$ cat config.mk
export PLATFORM = sky130hd
export DESIGN_NAME = tlq_sqrt
export DESIGN_NICKNAME = d
export VERILOG_FILES = /design/src/rtl/tlq_pkg.sv /design/src/rtl/tlq_sqrt.sv
export SDC_FILE = /design/constraint.sdc
export NUM_CORES = 1
export LEC_CHECK = 0
export BUFFER_PORTS_ARGS = -buffer_cell sky130_fd_sc_hd__buf_2
export CORE_UTILIZATION = 60
export DETAILED_ROUTE_END_ITERATION = 8
export PLACE_DENSITY = 0.84
export SYNTH_ARGS = -nofsm -noshare
export SYNTH_HDL_FRONTEND = slang
export SYNTH_SLANG_ARGS = --single-unit
$ cat constraint.sdc
create_clock -name clk -period 3.88 [get_ports clk]
set_input_delay 0.388 -clock clk [delete_from_list [all_inputs] [get_ports clk]]
set_output_delay 0.388 -clock clk [all_outputs]
set_load 0.01 [all_outputs]
$ cat src/rtl/tlq_pkg.sv
package tlq_pkg;

    localparam int COORD_W     = 16;
    localparam int LENS_W      = 12;
    localparam int WIDTH_SHIFT = 7;
    localparam int HW_NUM_W    = COORD_W + WIDTH_SHIFT;   // width << 7
    localparam int HW_DEN_W    = COORD_W + 1;             // lens + depth
    localparam int LEN_W       = 17;                      // segment length
    localparam int SUMSQ_W     = 33;                      // dx^2 + dy^2
    localparam int RAD_W       = 34;                      // padded to even width
    localparam int ROOT_W      = RAD_W / 2;
    localparam int REM_W       = ROOT_W + 1;
    localparam int OFS_W       = COORD_W + HW_NUM_W;      // |d| * half-width
    localparam int CFG_W       = LENS_W;

    localparam logic [LENS_W-1:0] LENS_RESET = 12'd420;

    typedef enum logic
    {
        CFG_LENGTH_MODE = 1'b0,
        CFG_LENS_OFFSET = 1'b1
    } cfg_index_t;

    typedef struct packed
    {
        logic signed [COORD_W-1:0] start_x;
        logic signed [COORD_W-1:0] start_y;
        logic        [COORD_W-1:0] start_depth;
        logic signed [COORD_W-1:0] end_x;
        logic signed [COORD_W-1:0] end_y;
        logic        [COORD_W-1:0] end_depth;
        logic        [COORD_W-1:0] start_width;
        logic        [COORD_W-1:0] end_width;
    } in_item_t;

    typedef struct packed
    {
        logic signed [COORD_W-1:0] corner_a_x;
        logic signed [COORD_W-1:0] corner_a_y;
        logic signed [COORD_W-1:0] corner_b_x;
        logic signed [COORD_W-1:0] corner_b_y;
        logic signed [COORD_W-1:0] corner_c_x;
        logic signed [COORD_W-1:0] corner_c_y;
        logic signed [COORD_W-1:0] corner_d_x;
        logic signed [COORD_W-1:0] corner_d_y;
    } out_item_t;

    typedef struct packed
    {
        logic [COORD_W-1:0] sx;
        logic [COORD_W-1:0] sy;
        logic [COORD_W-1:0] ex;
        logic [COORD_W-1:0] ey;
        logic [COORD_W-1:0] ax;
        logic [COORD_W-1:0] ay;
        logic               dx_neg;
        logic               dy_neg;
        logic [LEN_W-1:0]   oct_len;
    } carry_t;

endpackage

$ cat src/rtl/tlq_sqrt.sv
module tlq_sqrt
    import tlq_pkg::*;
(
    input  logic               clk,
    input  logic               en,
    input  logic [SUMSQ_W-1:0] rad,
    output logic [ROOT_W-1:0]  root
);
    logic [REM_W-1:0]  rem_reg  [0:ROOT_W-1];
    logic [ROOT_W-1:0] root_reg [0:ROOT_W-1];
    logic [RAD_W-1:0]  n_reg    [0:ROOT_W-1];

    for (genvar k = 0; k < ROOT_W; k++)
    begin : g_cell
        logic [REM_W-1:0]  rem_p;
        logic [ROOT_W-1:0] root_p;
        logic [RAD_W-1:0]  n_p;
        logic [REM_W+1:0]  x;
        logic [REM_W+1:0]  trial;
        logic [REM_W+1:0]  diff;
        logic              ge;

        if (k == 0)
        begin : g_first
            assign rem_p  = '0;
            assign root_p = '0;
            assign n_p    = {{(RAD_W-SUMSQ_W){1'b0}}, rad};
        end
        else
        begin : g_next
            assign rem_p  = rem_reg[k-1];
            assign root_p = root_reg[k-1];
            assign n_p    = n_reg[k-1];
        end

        always_comb
        begin
            x     = {rem_p, n_p[RAD_W-1 -: 2]};
            trial = {1'b0, root_p, 2'b01};
            diff  = x - trial;
            ge    = (x >= trial);
        end

        always_ff @(posedge clk)
        begin
            if (en)
            begin
                rem_reg[k]  <= ge ? diff[REM_W-1:0] : x[REM_W-1:0];
                root_reg[k] <= {root_p[ROOT_W-2:0], ge};
                n_reg[k]    <= {n_p[RAD_W-3:0], 2'b00};
            end
        end
    end

    assign root = root_reg[ROOT_W-1];
endmodule

==> impl_metrics.toml <==
[finish]
n_antenna_cell = 0
largest_reg_flops = 272
finish.net_count = 2763
postLayoutCellArea_sq_um = 36300
final_layout_size_suffix_gt1_share_pct = 10.3
area_delta_synth_final_pct = 12.2

[placement]
placed_area_sq_um = 33600
place_ws_ps = 465
place.detailed.hpwl_mm = 41.6
buffer_ports.inserted = 51
global_placer_s_final_weighted_congestion = 0.959

[die]
die_y_um = 234
starting_density_pct = 61.2
floorplan.rows = 84
floorplan.die.width_um = 234
core_area_sq_um = 52900
io-pin-count = 52
fp.dieArea_sq_um = 54800

[cts]
cts_inserted_buffers = 70
postCtsSetupRepairBufs = 0
cts_resized = 0
clock_tree.buffer_depth = 3
cts.hold.buffers_added = 33
root_buffer_cell = "clkbuf_16"
clkLatencyLatePin_ps = 640
cts.reportedPaths.clkPinSlew_ps = 70
cts_tree = "done"
clock-sinks = 689
number_of_h_tree_branching_levels = 3

[setup_path]
worst_setup_path_endpoint = "rem_reg[0][265]$_DFFE_PP_"
cpMaxStageDelayCell = "or2_1"
worst_path_largest_cell_delay_ps = 740
crit_buf_inv = 0
arrival_ps = 3900
cp-start-kind = "flip-flop"
worstPathCellList = "ha_1, nor2_1, a21oi_1, nand2b_1, a31oi_1, or2_1, mux2_2"
timing.critical_path.depth = 7
worstReg2RegEnd = "rem_reg[0][265]$_DFFE_PP_"
worst_r2r_path_depth = 7
worst-path-max-fanout = 17
worst_path_dominant_cell_family = "compound AO/OA/AOI/OAI gates"
ff2ff_setup_slack_ps = 340
reg2reg_from = "rem_reg[0][235]$_DFFE_PP_"
crit_path_end_kind = "flip-flop"
timing_startpoint_of_the_critical_path = "rem_reg[0][235]$_DFFE_PP_"
critPathRequiredTime_ps = 4240
criticalPathCategory = "reg -> reg"

[synthesis]
post_synth_most_frequent_cells = "edfxtp_1, inv_1, ha_1"
syn-instance-count = 2421
synth_enable_flop_cells = 689
synth.yosys.warnings = 0
avgSynthCellArea_sq_um = 13.4
synth_top_cell_by_area = "edfxtp_1"
async_reset_ff_share_pct = 0
syn_area_sq_um = 32300
synth.top_cell.area_share_pct = 64.0
number_of_distinct_library_cells_after_synthesis = 87
synth_seq_cells = 689
yosys.cell_count.top_type = "edfxtp_1"
synth_top_flop_cell = "edfxtp_1"
post_synth_main_area_contributors = "edfxtp_1, ha_1, xnor2_1"
synth_nets = 2626
yosysSeqAreaShare_pct = 64.0

[global_route]
groute.usage.overall_pct = 23.8
grt_use_met1_pct = 31.1
groute.layer.met3.usage_pct = 4.07
vias_in_the_first_global_route = 19900
number_of_antenna_violations_at_the_first_check_in_global_routing = 1
use_met2_pct = 40.0
grt.busiest_layer = "met2"
global_route_total_overflow = 0
grt_first_pass_wirelength_mm = 102
grt_max_degree = 104

[timing]
maxClockFrequency_ghz = 0.283
rsz_0062_raised_after_global_routing = "false"
setup_viol = 0
layout_setup_ws_ps = 342
fin_worst_hold_slack_ps = 325
slew_headroom_pct = 37.6
worst-slew-pin-transition_ps = 912
finalMaxSlewViolations = 0
number_of_hold_violations_in_the_final_report = 0
min_period_over_period_pct = 91.2
worst_clock_skew_ps = 53.5
finalWorstPathRequiredPeriod_ps = 3540
fin_setup_tns_ps = 0

[detailed_routing]
vias_per_cell = 6.06
route.vias.total = 20000
drcViolationCount = 2
wl_per_cell_um = 19.6
drt_antenna_net_count = 0
wl_mm = 64.6
drt-pass1-iter-count = 7
first_iter_violations = 2070

[power]
powerDensity_nw_per_um2 = 548
standby_leakage_power_nw = 13.9
worst_vdd_rail_ir_drop_v = 0.000441

[hold_path]
holdCritPathClass = "in -> reg"
worstHoldStart = "en"

[flow_run]
cap_viol_max_count = 0

[outcome]
failing_checks = "design-rule violations"
run_status = "complete, but fails checks"
[worst reg2reg max path: stages, from the launching register on]
cell	delay (ps)
edfxtp_1	420
ha_1	410
nor2_1	90
a21oi_1	350
nand2b_1	130
a31oi_1	690
or2_1	740
mux2_2	420
[worst min path at each step]
stage	endpoint	cells after the start
5_1_grt	n_reg[0][1]$_DFFE_PP_	1
4_1_cts	n_reg[0][341]$_DFFE_PP_	1
6_report	n_reg[0][3]$_DFFE_PP_	1
3_3_place_gp	n_reg[0][191]$_DFFE_PP_	0
3_5_place_dp	n_reg[0][113]$_DFFE_PP_	0
2_1_floorplan	n_reg[0][102]$_DFFE_PP_	0
[through the flow]
step           utilization (%)  cells  power, mW
2_1_floorplan                -   2421       12.0
3_3_place_gp              63.5   3141       12.7
4_1_cts                   68.6   3302       19.9
6_report                  68.6   3302       19.9
3_5_place_dp              63.5   3141       12.9
5_1_grt                   68.6   3302       20.6
[logic make-up (layout without fill, tap and decap cells)]
| family | after synthesis | count (layout) | synth area share, % |
|---|---|---|---|
| xor gates and xnor gates | 184 | 184 | 4.98 |
| DFF | 689 | 689 | 64.0 |
| buffers and inverters | 250 | 443 | 3.02 |
| muxes | 73 | 73 | 2.49 |
| other | 1 | 1 | 0.0116 |
| adders and majority gates | 170 | 170 | 6.58 |
| AOI/OAI and AO/OA | 458 | 458 | 9.20 |
| and+or+nand+nor | 596 | 596 | 9.74 |
[metal layers]
| metal | vias to the layer above | part of all wire [%] | wire [um] |
|---|---|---|---|
| met3 | 144 | 6.4 | 4140 |
| met2 | 749 | 50 | 32100 |
| li1 | 9372 | - | - |
| met1 | 9738 | 41 | 26500 |
| met4 | 0 | 2.8 | 1790 |
| met5 | - | 0 | 0 |
[where the power goes]
group          internal [mW]  switching [mW]  total (mW)  leakage, nW
Clock                   3.99            2.96        6.95         1.14
Sequential              9.22           0.487        9.71         6.60
Combinational           1.41            1.81        3.22         6.15
Total                   14.6            5.26        19.9         13.9
[cell usage in the layout, fill, tap and decap left out, types with 13 or more instances in the layout]
| cell type | count |
|---|---|
| edfxtp_1 | 689 |
| inv_1 | 204 |
| ha_1 | 170 |
| nor2_1 | 148 |
| nand2_1 | 119 |
| o21ai_0 | 113 |
| a21oi_1 | 109 |
| xnor2_1 | 106 |
| xor2_1 | 78 |
| clkbuf_16 | 70 |
| nor3_1 | 66 |
| mux2_2 | 61 |
| buf_2 | 50 |
| nand3_1 | 42 |
| a21o_1 | 38 |
| dlygate4sd3_1 | 33 |
| o21a_1 | 32 |
| nor4_1 | 30 |
| nand2b_1 | 27 |
| o211ai_1 | 26 |
| o31ai_1 | 25 |
| nand4_1 | 22 |
| clkinv_1 | 21 |
| or4_1 | 19 |
| or3_1 | 19 |
| a211oi_1 | 18 |
| nor2b_1 | 16 |
| and3_1 | 14 |
| buf_4 | 13 |
[layout make-up]
type	instances	area (sq um)
Clock buffer	82	1800
Clock inverter	46	581
Fill cell	3413	16600
Inverter	208	781
Multi-Input combinational cell	1482	10700
Sequential cell	689	20700
Tap cell	688	861
Timing Repair Buffer	107	893
(Power assumes the default switching activity.)
