## src/rtl/tlq_div_cell.sv

```systemverilog
module tlq_div_cell #(
    parameter int NW = 8,
    parameter int DW = 8
) (
    input  logic          clk,
    input  logic          en,
    input  logic [DW-1:0] r_in,
    input  logic [NW-1:0] q_in,
    input  logic [DW-1:0] d_in,
    output logic [DW-1:0] r_out,
    output logic [NW-1:0] q_out,
    output logic [DW-1:0] d_out
);
    logic [DW:0]   t;
    logic [DW:0]   diff;
    logic          ge;
    logic [DW-1:0] r_reg, r_next;
    logic [NW-1:0] q_reg, q_next;
    logic [DW-1:0] d_reg;

    always_comb
    begin
        t      = {r_in, q_in[NW-1]};
        diff   = t - {1'b0, d_in};
        ge     = (t >= {1'b0, d_in});
        r_next = ge ? diff[DW-1:0] : t[DW-1:0];
        q_next = {q_in[NW-2:0], ge};
    end

    always_ff @(posedge clk)
    begin
        if (en)
        begin
            r_reg <= r_next;
            q_reg <= q_next;
            d_reg <= d_in;
        end
    end

    assign r_out = r_reg;
    assign q_out = q_reg;
    assign d_out = d_reg;
endmodule

```

## src/rtl/tlq_div.sv

```systemverilog
module tlq_div #(
    parameter int NW = 8,
    parameter int DW = 8
) (
    input  logic          clk,
    input  logic          en,
    input  logic [NW-1:0] num,
    input  logic [DW-1:0] den,
    output logic [NW-1:0] quo,
    output logic [DW-1:0] den_out
);
    logic [DW-1:0] r_w [0:NW];
    logic [NW-1:0] q_w [0:NW];
    logic [DW-1:0] d_w [0:NW];

    assign r_w[0] = '0;
    assign q_w[0] = num;
    assign d_w[0] = den;

    for (genvar i = 0; i < NW; i++)
    begin : g_cell
        tlq_div_cell #(.NW(NW), .DW(DW)) u_cell (
            .clk   (clk),
            .en    (en),
            .r_in  (r_w[i]),
            .q_in  (q_w[i]),
            .d_in  (d_w[i]),
            .r_out (r_w[i+1]),
            .q_out (q_w[i+1]),
            .d_out (d_w[i+1])
        );
    end

    assign quo     = q_w[NW];
    assign den_out = d_w[NW];
endmodule

```

## config.mk

```make
export PLATFORM = sky130hd
export DESIGN_NAME = tlq_div
export DESIGN_NICKNAME = d
export VERILOG_FILES = /design/src/rtl/tlq_div_cell.sv /design/src/rtl/tlq_div.sv
export SDC_FILE = /design/constraint.sdc
export NUM_CORES = 1
export LEC_CHECK = 0
export CAP_MARGIN = 20
export CORE_ASPECT_RATIO = 1.2
export CORE_UTILIZATION = 60
export CTS_CLUSTER_DIAMETER = 100
export CTS_CLUSTER_SIZE = 25
export DETAILED_ROUTE_END_ITERATION = 7
export DONT_BUFFER_PORTS = 1
export PLACE_DENSITY = 0.76
export RECOVER_POWER = 50
export SLEW_MARGIN = 30
export SYNTH_ARGS = -nofsm -noshare
export SYNTH_HDL_FRONTEND = slang
export SYNTH_HIERARCHICAL = 1
export SYNTH_SLANG_ARGS = --single-unit
```

## constraint.sdc

```tcl
create_clock -name clk -period 2.98 [get_ports clk]
set_input_delay 0.596 -clock clk [delete_from_list [all_inputs] [get_ports clk]]
set_output_delay 0.596 -clock clk [all_outputs]
set_load 0.02 [all_outputs]
```

==> flow_summary_export.csv, run 1 <==
group,metric,value,unit
worst_setup_path,path_cells,"ha_1 -> a21o_1 -> a2111oi_2 -> o21a_1 -> mux2_4",
detailed_routing,num_vias,5344,
timing,relSlewSlack,60.4,%
placement,dp_worst_setup_slack,0.444,ns
timing,finalCriticalPeriod,2.50,ns
worst_setup_path,reg2reg_to,"g_cell[4].u_cell/r_out[2]",
cts,clock-root-buffer,"clkbuf_16",
detailed_routing,viasPerCell,5.76,
floorplanning,core_region_area,15200,µm²
logic_synthesis,yosysWarnings,6,
cts,cts-resized-gates,0,
logic_synthesis,synth_area,9450,µm²
timing,tns,0,ns
timing,fmax,400,MHz
floorplanning,die-area,16300,µm²
placement,portBuffers,0,
floorplanning,ios,34,
cells_and_area,fillers,1079,
cts,clkSinkCount,184,
logic_synthesis,synthCells,692,
cells_and_area,register_area,5530,µm²
detailed_routing,ant_nets,0,
worst_setup_path,crit_path_start,"g_cell[3].u_cell/r_out[5]",
detailed_routing,drc_errors,0,
power_and_ir_drop,leakage,4.08,nW
worst_setup_path,critPathBufInv,0,
floorplanning,initial_core_util,62.1,%
global_route,grt-ovfl-total,0,
worst_setup_path,path_depth,5,
cts,cts_tree,"built",
detailed_routing,wl_per_cell,16.0,µm
cts,htree_levels,4,
power_and_ir_drop,powerDensity,877,nW/µm²
power_and_ir_drop,seq_power_share,40.8,%
logic_synthesis,avgSynthCellArea,13.7,µm²
power_and_ir_drop,p_int,0.00636,W
cells_and_area,fin_nets,799,
global_route,grtUsageTotal,19.7,%
detailed_routing,drtIter0Drc,276,
timing,finalCritPeriodShare,83.9,%
timing,fin_skew,0.0141,ns
power_and_ir_drop,peakVddDrop,0.410,mV
cts,cts.clk_slew.worst_paths,0.07,ns
cts,post-cts-setup-buffers,0,
global_route,grt_max_degree,185,
timing,hold_viol_final,0,
worst_setup_path,r2r.worst_path.cells,5,
worst_setup_path,timing.rr.start,"g_cell[3].u_cell/r_out[5]",
global_route,grt_pass1_wl,24500,µm
min_path,min_path_type,"input port to flip-flop",
power_and_ir_drop,p_sw_share,29.7,%
min_path,hold_path_depth,0,
worst_setup_path,crit_type,"flip-flop to flip-flop",
floorplanning,placementRows,49,
min_path,hold_path_end,"g_cell[0].u_cell/d_out[7]",
timing,whs,0.255,ns
global_route,gr-usage-met1,17.9,%
cts,holdBufCountCts,0,
detailed_routing,wirelength,14900,µm
cts,cts-buffers-inserted,17,
worst_setup_path,crit_path_max_incr_delay,0.52,ns
timing,tightest_slew,0.588,ns
cells_and_area,finish.utilization,67.8,%
global_route,use_met3,4.57,%
flow_run,cap_violations,0,
worst_setup_path,required,3.15,ns
cells_and_area,drive_gt1_share,13.7,%
worst_setup_path,start_kind,"flip-flop",
timing,slew_violations,0,
placement,detailed_place_hpwl,10400,µm
run_status,outcome,"complete, no violations",
power_and_ir_drop,p_sw,0.00268,W
cts,clkLatencyLatePin,0.43,ns
worst_setup_path,cp_slowest_cell,"o21a_1",
power_and_ir_drop,comb_power_share,32.1,%
global_route,grt_pass1_vias,5618,
worst_setup_path,arrival,2.67,ns
cells_and_area,multi_input_area,3500,µm²
cells_and_area,syn_to_final_growth,9.10,%
cells_and_area,antennaDiodeCount,0,
floorplanning,die_h,139,µm
floorplanning,die_width,117,µm
worst_setup_path,regToRegSetupSlack,0.48,ns
worst_setup_path,cp_max_fo,9,
detailed_routing,first_pass_iters,5,
worst_setup_path,setup.worst_path.end_class,"flip-flop",
cts,cts_buffer_depth,2,
worst_setup_path,crit_family,"compound AO/OA/AOI/OAI gates",
global_route,met2_usage,39.4,%
global_route,antenna_found_initial,0,
timing,setup_violations,0,
placement,globalplace.congestion,0.842,
timing,fin_ws,0.481,ns
timing,rsz0062_at_grt,"no",
min_path,hold_start,"den[7]",
power_and_ir_drop,pwr-share-clk,27.2,%
global_route,busiest_layer,"met2",
stage by stage:
step                      cell area, µm²  total power (W)  cells
after floorplan                     9500          0.00608    706
after global placement              9660          0.00642    895
after detailed placement            9660          0.00659    895
after CTS                          10300          0.00907    927
after global routing               10300          0.00950    927
final                              10300          0.00904    927
state kept, by name (all words and copies together) (netlist names):
name,flops
g_cell.u_cell/r_out,56
g_cell.u_cell/q_out,64
g_cell.u_cell/d_out,64
placed cells by master, fill, tap and decap left out, types with 7 or more instances in the layout:
cell type,count
a21o_1,21
a31oi_1,7
edfxtp_1,184
a311o_1,7
nand2_1,19
inv_1,98
a21oi_2,12
nor4_1,7
mux2i_1,14
nor3_1,21
conb_1,15
nor2b_1,7
mux2_2,25
nand3_1,15
mux2_4,12
o21a_1,9
a211oi_1,7
nor3b_1,7
o31a_1,7
xnor2_1,16
o21ai_0,24
fa_1,7
ha_1,64
a21oi_1,19
clkbuf_16,17
nor2_1,19
power by group through the flow:
stage / sequential, W / clock (W) / combinational [W]
floorplan: 0.00367 / 0 / 0.00241
global placement: 0.00371 / 0 / 0.00271
detailed placement: 0.00373 / 0 / 0.00285
CTS: 0.00368 / 0.00250 / 0.00288
global route: 0.00373 / 0.00261 / 0.00317
finish: 0.00368 / 0.00246 / 0.00290
worst register-to-register path: stages, from the launching register on:
cell	delay (ns)
edfxtp_1	0.40
ha_1	0.40
a21o_1	0.24
a2111oi_2	0.36
o21a_1	0.52
mux2_4	0.34
layout make-up:
| type | count | area share [%] |
|---|---|---|
| inverter | 98 | 3.57 |
| multi-input combinational | 408 | 34.0 |
| clock inverter | 12 | 2.06 |
| timing repair buffer | 1 | 0.0728 |
| sequential | 184 | 53.6 |
| tap | 204 | 2.48 |
| clock buffer | 20 | 4.24 |
per-layer routing:
metal	routed length, µm	up-vias	share of wire, %
met2	8900	112	60
met3	354	29	2.4
met4	340	0	2.3
met1	5270	2613	35
li1	-	2590	-
met5	0	-	0
worst max-delay path by stage:
stage	to	slack [ns]
floorplan	g_cell[0].u_cell/r_out[6]	0.60
global placement	g_cell[0].u_cell/r_out[6]	0.49
detailed placement	g_cell[0].u_cell/r_out[3]	0.44
CTS	g_cell[4].u_cell/r_out[2]	0.47
global route	g_cell[4].u_cell/r_out[7]	0.38
finish	g_cell[4].u_cell/r_out[2]	0.48
(Power assumes the default switching activity.)
==> inputs of run 2 (changes only) <==
==> constraint.sdc (replaced) <==
create_clock -name clk -period 2.3 [get_ports clk]
set_input_delay 0.46 -clock clk [delete_from_list [all_inputs] [get_ports clk]]
set_output_delay 0.46 -clock clk [all_outputs]
set_load 0.02 [all_outputs]
==> flow_summary_export.csv, run 2 (same netlist as run 1, synthesis figures left out) <==
group,metric,value,unit
floorplanning,die_width,117,µm
cells_and_area,fin_area,10600,µm²
global_route,antenna_found_initial,0,
cts,cts.clk_slew.worst_paths,0.07,ns
cells_and_area,fillers,1073,
worst_setup_path,start_kind,"flip-flop",
placement,globalplace.congestion,0.853,
worst_setup_path,regToRegSetupSlack,0.04,ns
worst_setup_path,arrival,2.44,ns
floorplanning,die_h,139,µm
cts,cts-buffers-inserted,17,
worst_setup_path,critPathBufInv,0,
cells_and_area,syn_to_final_growth,11.9,%
timing,tightest_slew,0.555,ns
placement,placedCellCount,930,
timing,whs,0.122,ns
cts,clock-root-buffer,"clkbuf_16",
run_status,outcome,"complete, no violations",
detailed_routing,wirelength,15700,µm
detailed_routing,drtIter0Drc,268,
worst_setup_path,cp_max_fo,3,
placement,portBuffers,0,
floorplanning,initial_core_util,62.1,%
timing,slew_violations,0,
timing,setup_violations,0,
power_and_ir_drop,powerDensity,1100,nW/µm²
detailed_routing,wl_per_cell,16.3,µm
cells_and_area,drive_gt1_share,20.4,%
worst_setup_path,crit_family,"adder cells",
global_route,grtUsageTotal,20.7,%
cells_and_area,layout_common_cells,"edfxtp_1, inv_1, ha_1",
timing,hold_viol_final,0,
worst_setup_path,required,2.48,ns
worst_setup_path,crit_path_max_incr_delay,0.44,ns
cts,cts_buffer_depth,2,
cts,holdBufCountCts,0,
global_route,grt-ovfl-total,0,
detailed_routing,ant_nets,0,
detailed_routing,drc_errors,0,
placement,detailed_place_hpwl,11300,µm
cts,clkLatencyLatePin,0.43,ns
cells_and_area,stdcell_count,965,
power_and_ir_drop,leakage,4.22,nW
power_and_ir_drop,peakVddDrop,0.523,mV
min_path,min_path_type,"input port to flip-flop",
floorplanning,placementRows,49,
floorplanning,core_region_area,15200,µm²
detailed_routing,first_pass_iters,6,
cells_and_area,layout_commonest_cell,"edfxtp_1",
cells_and_area,antennaDiodeCount,0,
floorplanning,ios,34,
global_route,grt_max_degree,185,
cells_and_area,register_area,5530,µm²
worst_setup_path,path_cells,"ha_4 -> fa_2 -> nor2b_2 -> o31a_1 -> nor4_1 -> a311o_1 -> mux2_4",
cts,htree_levels,4,
timing,rsz0062_at_grt,"yes",
cts,cts_tree,"built",
timing,finalCritPeriodShare,98.3,%
global_route,grt_pass1_wl,25700,µm
cells_and_area,multi_input_area,3580,µm²
timing,fin_skew,0.00976,ns
worst_setup_path,crit_type,"flip-flop to flip-flop",
flow_run,cap_violations,0,
timing,fmax,442,MHz
floorplanning,die-area,16300,µm²
placement,placed_cell_area,9940,µm²
worst_setup_path,setup.worst_path.end_class,"flip-flop",
detailed_routing,num_vias,5538,
worst_setup_path,cp_slowest_cell,"edfxtp_1",
timing,finalCriticalPeriod,2.26,ns
cells_and_area,fin_nets,837,
global_route,grt_pass1_vias,5967,
timing,relSlewSlack,62.6,%
cts,clkSinkCount,184,
detailed_routing,viasPerCell,5.74,
-- run 2: cell type report --
| cell class | instances | share of cell area (%) |
|---|---|---|
| multi-input combinational | 408 | 33.9 |
| timing repair buffer | 39 | 3.01 |
| clock buffer | 18 | 4.06 |
| clock inverter | 14 | 0.911 |
| sequential | 184 | 52.3 |
| tap | 204 | 2.41 |
| inverter | 98 | 3.48 |
-- run 2: routing by layer --
layer	track usage [%]	share of wire, %	vias up
met1	17.8	34	2680
met4	13.3	4.6	0
met3	4.31	2.7	62
met5	0	0	-
li1	-	-	2663
met2	41.1	58	133
-- run 2: stage by stage --
stage	utilization (%)	setup slack (ns)	setup TNS, ns	power [W]
2_1_floorplan	-	0.0569	0	0.00788
3_3_place_gp	65.4	-0.0113	-0.0113	0.00863
3_5_place_dp	65.4	-0.0709	-0.114	0.00891
4_1_cts	68.9	0.00558	0	0.0115
5_1_grt	69.5	-0.0245	-0.0415	0.0122
6_report	69.5	0.0391	0	0.0116
-- run 2: where the power goes --
| group | leakage, nW | switching, W | total (W) | internal [W] |
|---|---|---|---|---|
| clock | 0.261 | 0.00123 | 0.00261 | 0.00139 |
| combinational | 2.17 | 0.00209 | 0.00418 | 0.00209 |
| sequential | 1.79 | 0.000298 | 0.00480 | 0.00450 |
-- run 2: worst paths after layout --
check | startpoint | cells after the start | endpoint
min reg2reg | g_cell[5].u_cell/q_out[4] | 0 | g_cell[6].u_cell/q_out[5]
max | g_cell[0].u_cell/d_out[0] | 7 | g_cell[1].u_cell/r_out[6]
max reg2reg | g_cell[0].u_cell/d_out[0] | 7 | g_cell[1].u_cell/r_out[6]
min | den[7] | 0 | g_cell[0].u_cell/d_out[7]
-- run 2: timing repair --
item | in CTS | in global routing
setup buffers | 0 | 3
endpoints found under the hold margin | 0 | 0
pin swaps | 0 | 10
gates resized for setup | 3 | 18
setup endpoints to repair | 3 | 33
==> inputs of run 3 (changes only) <==
--- a/config.mk
+++ b/config.mk
@@ -7,12 +7,12 @@
 export LEC_CHECK = 0
 export CAP_MARGIN = 20
 export CORE_ASPECT_RATIO = 1.2
-export CORE_UTILIZATION = 60
+export CORE_UTILIZATION = 50
+export CTS_BUF_LIST = sky130_fd_sc_hd__clkbuf_2 sky130_fd_sc_hd__clkbuf_4 sky130_fd_sc_hd__clkbuf_8
 export CTS_CLUSTER_DIAMETER = 100
 export CTS_CLUSTER_SIZE = 25
 export DETAILED_ROUTE_END_ITERATION = 7
 export DONT_BUFFER_PORTS = 1
-export PLACE_DENSITY = 0.76
 export RECOVER_POWER = 50
 export SLEW_MARGIN = 30
 export SYNTH_ARGS = -nofsm -noshare
==> flow_summary_export.csv, run 3 (same netlist as run 1, synthesis figures left out) <==
group,metric,value,unit
detailed_routing,drtIter0Drc,253,
timing,finalCritPeriodShare,98.9,%
detailed_routing,ant_nets,0,
floorplanning,core_region_area,18300,µm²
worst_setup_path,setup.worst_path.end_class,"flip-flop",
cts,clkSinkCount,184,
cells_and_area,antennaDiodeCount,0,
power_and_ir_drop,powerDensity,1060,nW/µm²
worst_setup_path,arrival,2.48,ns
worst_setup_path,cp_max_fo,2,
timing,slew_violations,0,
power_and_ir_drop,power.total,0.0112,W
placement,portBuffers,0,
min_path,hold_start,"den[4]",
floorplanning,die_width,127,µm
timing,rsz0062_at_grt,"yes",
detailed_routing,drc_errors,0,
floorplanning,die_h,153,µm
placement,detailed_place_hpwl,11400,µm
worst_setup_path,path_cells,"ha_2 -> fa_2 -> nor2b_4 -> o31a_1 -> nor4_1 -> a311o_1 -> mux2_4",
cells_and_area,finish.utilization,57.8,%
cts,clock-root-buffer,"clkbuf_8",
worst_setup_path,timing.rr.start,"g_cell[3].u_cell/d_out[0]",
timing,tns,0,ns
run_status,outcome,"complete, no violations",
cts,clkLatencyLatePin,0.45,ns
worst_setup_path,crit_path_start,"g_cell[3].u_cell/d_out[0]",
worst_setup_path,crit_type,"flip-flop to flip-flop",
min_path,hold_path_depth,0,
timing,whs,0.0930,ns
detailed_routing,wirelength,16200,µm
detailed_routing,first_pass_iters,5,
worst_setup_path,regToRegSetupSlack,0.03,ns
cells_and_area,layout_commonest_cell,"edfxtp_1",
detailed_routing,viasPerCell,5.48,
global_route,grt_pass1_wl,26300,µm
timing,fin_skew,0.0102,ns
detailed_routing,num_vias,5573,
cells_and_area,layout_common_cells,"edfxtp_1, inv_1, ha_1",
cts,cts-buffers-inserted,17,
global_route,busiest_layer,"met2",
floorplanning,die-area,19400,µm²
cts,cts.clk_slew.worst_paths,0.10,ns
floorplanning,ios,34,
worst_setup_path,reg2reg_to,"g_cell[4].u_cell/r_out[6]",
cells_and_area,drive_gt1_share,22.1,%
cells_and_area,syn_to_final_growth,12.1,%
min_path,hold_path_end,"g_cell[0].u_cell/d_out[4]",
cts,cts_buffer_depth,2,
timing,relSlewSlack,60.8,%
worst_setup_path,r2r.worst_path.cells,7,
cts,cts_tree,"built",
detailed_routing,wl_per_cell,16.0,µm
cts,htree_levels,4,
global_route,met2_usage,36.0,%
power_and_ir_drop,leakage,4.20,nW
global_route,grt-ovfl-total,0,
global_route,grt_max_degree,185,
worst_setup_path,cp_slowest_cell,"edfxtp_1",
worst_setup_path,start_kind,"flip-flop",
timing,setup_violations,0,
cells_and_area,fin_nets,842,
floorplanning,placementRows,54,
timing,tightest_slew,0.582,ns
worst_setup_path,crit_path_max_incr_delay,0.40,ns
global_route,antenna_found_initial,0,
global_route,grtUsageTotal,17.6,%
flow_run,cap_violations,0,
cells_and_area,stdcell_count,1017,
worst_setup_path,required,2.51,ns
timing,finalCriticalPeriod,2.27,ns
power_and_ir_drop,peakVddDrop,0.397,mV
global_route,gr-usage-met1,14.9,%
min_path,min_path_type,"input port to flip-flop",
global_route,grt_pass1_vias,5884,
placement,globalplace.congestion,0.887,
floorplanning,initial_core_util,51.6,%
timing,hold_viol_final,0,
placement,placedCellCount,981,
global_route,use_met3,3.58,%
timing,fmax,440,MHz
run 3: cell count changes in the layout (fill, tap and decap cells not counted), moves of 3 or more:
cell / delta
mux2_4: +3
clkbuf_8: +17
buf_4: +4
clkbuf_16: -17
inv_6: -3
clkinv_2: -3
mux2_2: -3
run 3: power breakdown:
group / switching, W / internal (W) / leakage, nW
Sequential: 0.000292 / 0.00450 / 1.79
Combinational: 0.00212 / 0.00215 / 2.21
Clock: 0.00117 / 0.00100 / 0.196
run 3: through the flow:
step / cell area [µm²] / setup slack [ns]
6_report: 10600 / 0.0254
3_5_place_dp: 10000 / -0.0385
2_1_floorplan: 9500 / 0.0569
4_1_cts: 10500 / 0.00404
5_1_grt: 10600 / -0.0205
3_3_place_gp: 10000 / 0.000364
run 3: worst max path at each step:
stage	endpoint	slack [ns]	cells after the start
global placement	g_cell[1].u_cell/r_out[6]	0.0004	7
CTS	g_cell[6].u_cell/r_out[6]	0.004	7
finish	g_cell[4].u_cell/r_out[6]	0.03	7
floorplan	g_cell[0].u_cell/r_out[6]	0.06	8
detailed placement	g_cell[1].u_cell/r_out[6]	-0.04	7
global route	g_cell[1].u_cell/r_out[3]	-0.02	8
run 3: cell type report:
class,instances,area [µm²]
clock buffer,19,249
timing repair buffer,44,368
fill,1462,7720
multi-input combinational,408,3620
inverter,98,368
sequential,184,5530
tap,252,315
clock inverter,12,144
run 3: routing by layer:
layer,up-vias,wire length (µm)
li1,2666,-
met1,2743,5370
met2,112,9800
met3,52,341
met4,0,705
met5,-,0
run 3: what timing repair did:
action / CTS / global route
setup endpoints to repair: 7 / 24
hold buffers: 0 / 0
setup buffers: 0 / 5
pin swaps: 1 / 7
gates resized for setup: 8 / 23
run 3: critical path: cells and delay by family (launching register included):
family | cells | cell delay, ns
flip-flops | 1 | 0.40
multiplexers | 1 | 0.28
AO/OA/AOI/OAI | 2 | 0.52
AND/OR/NAND/NOR | 2 | 0.22
adder cells (fa/ha/maj) | 2 | 0.61
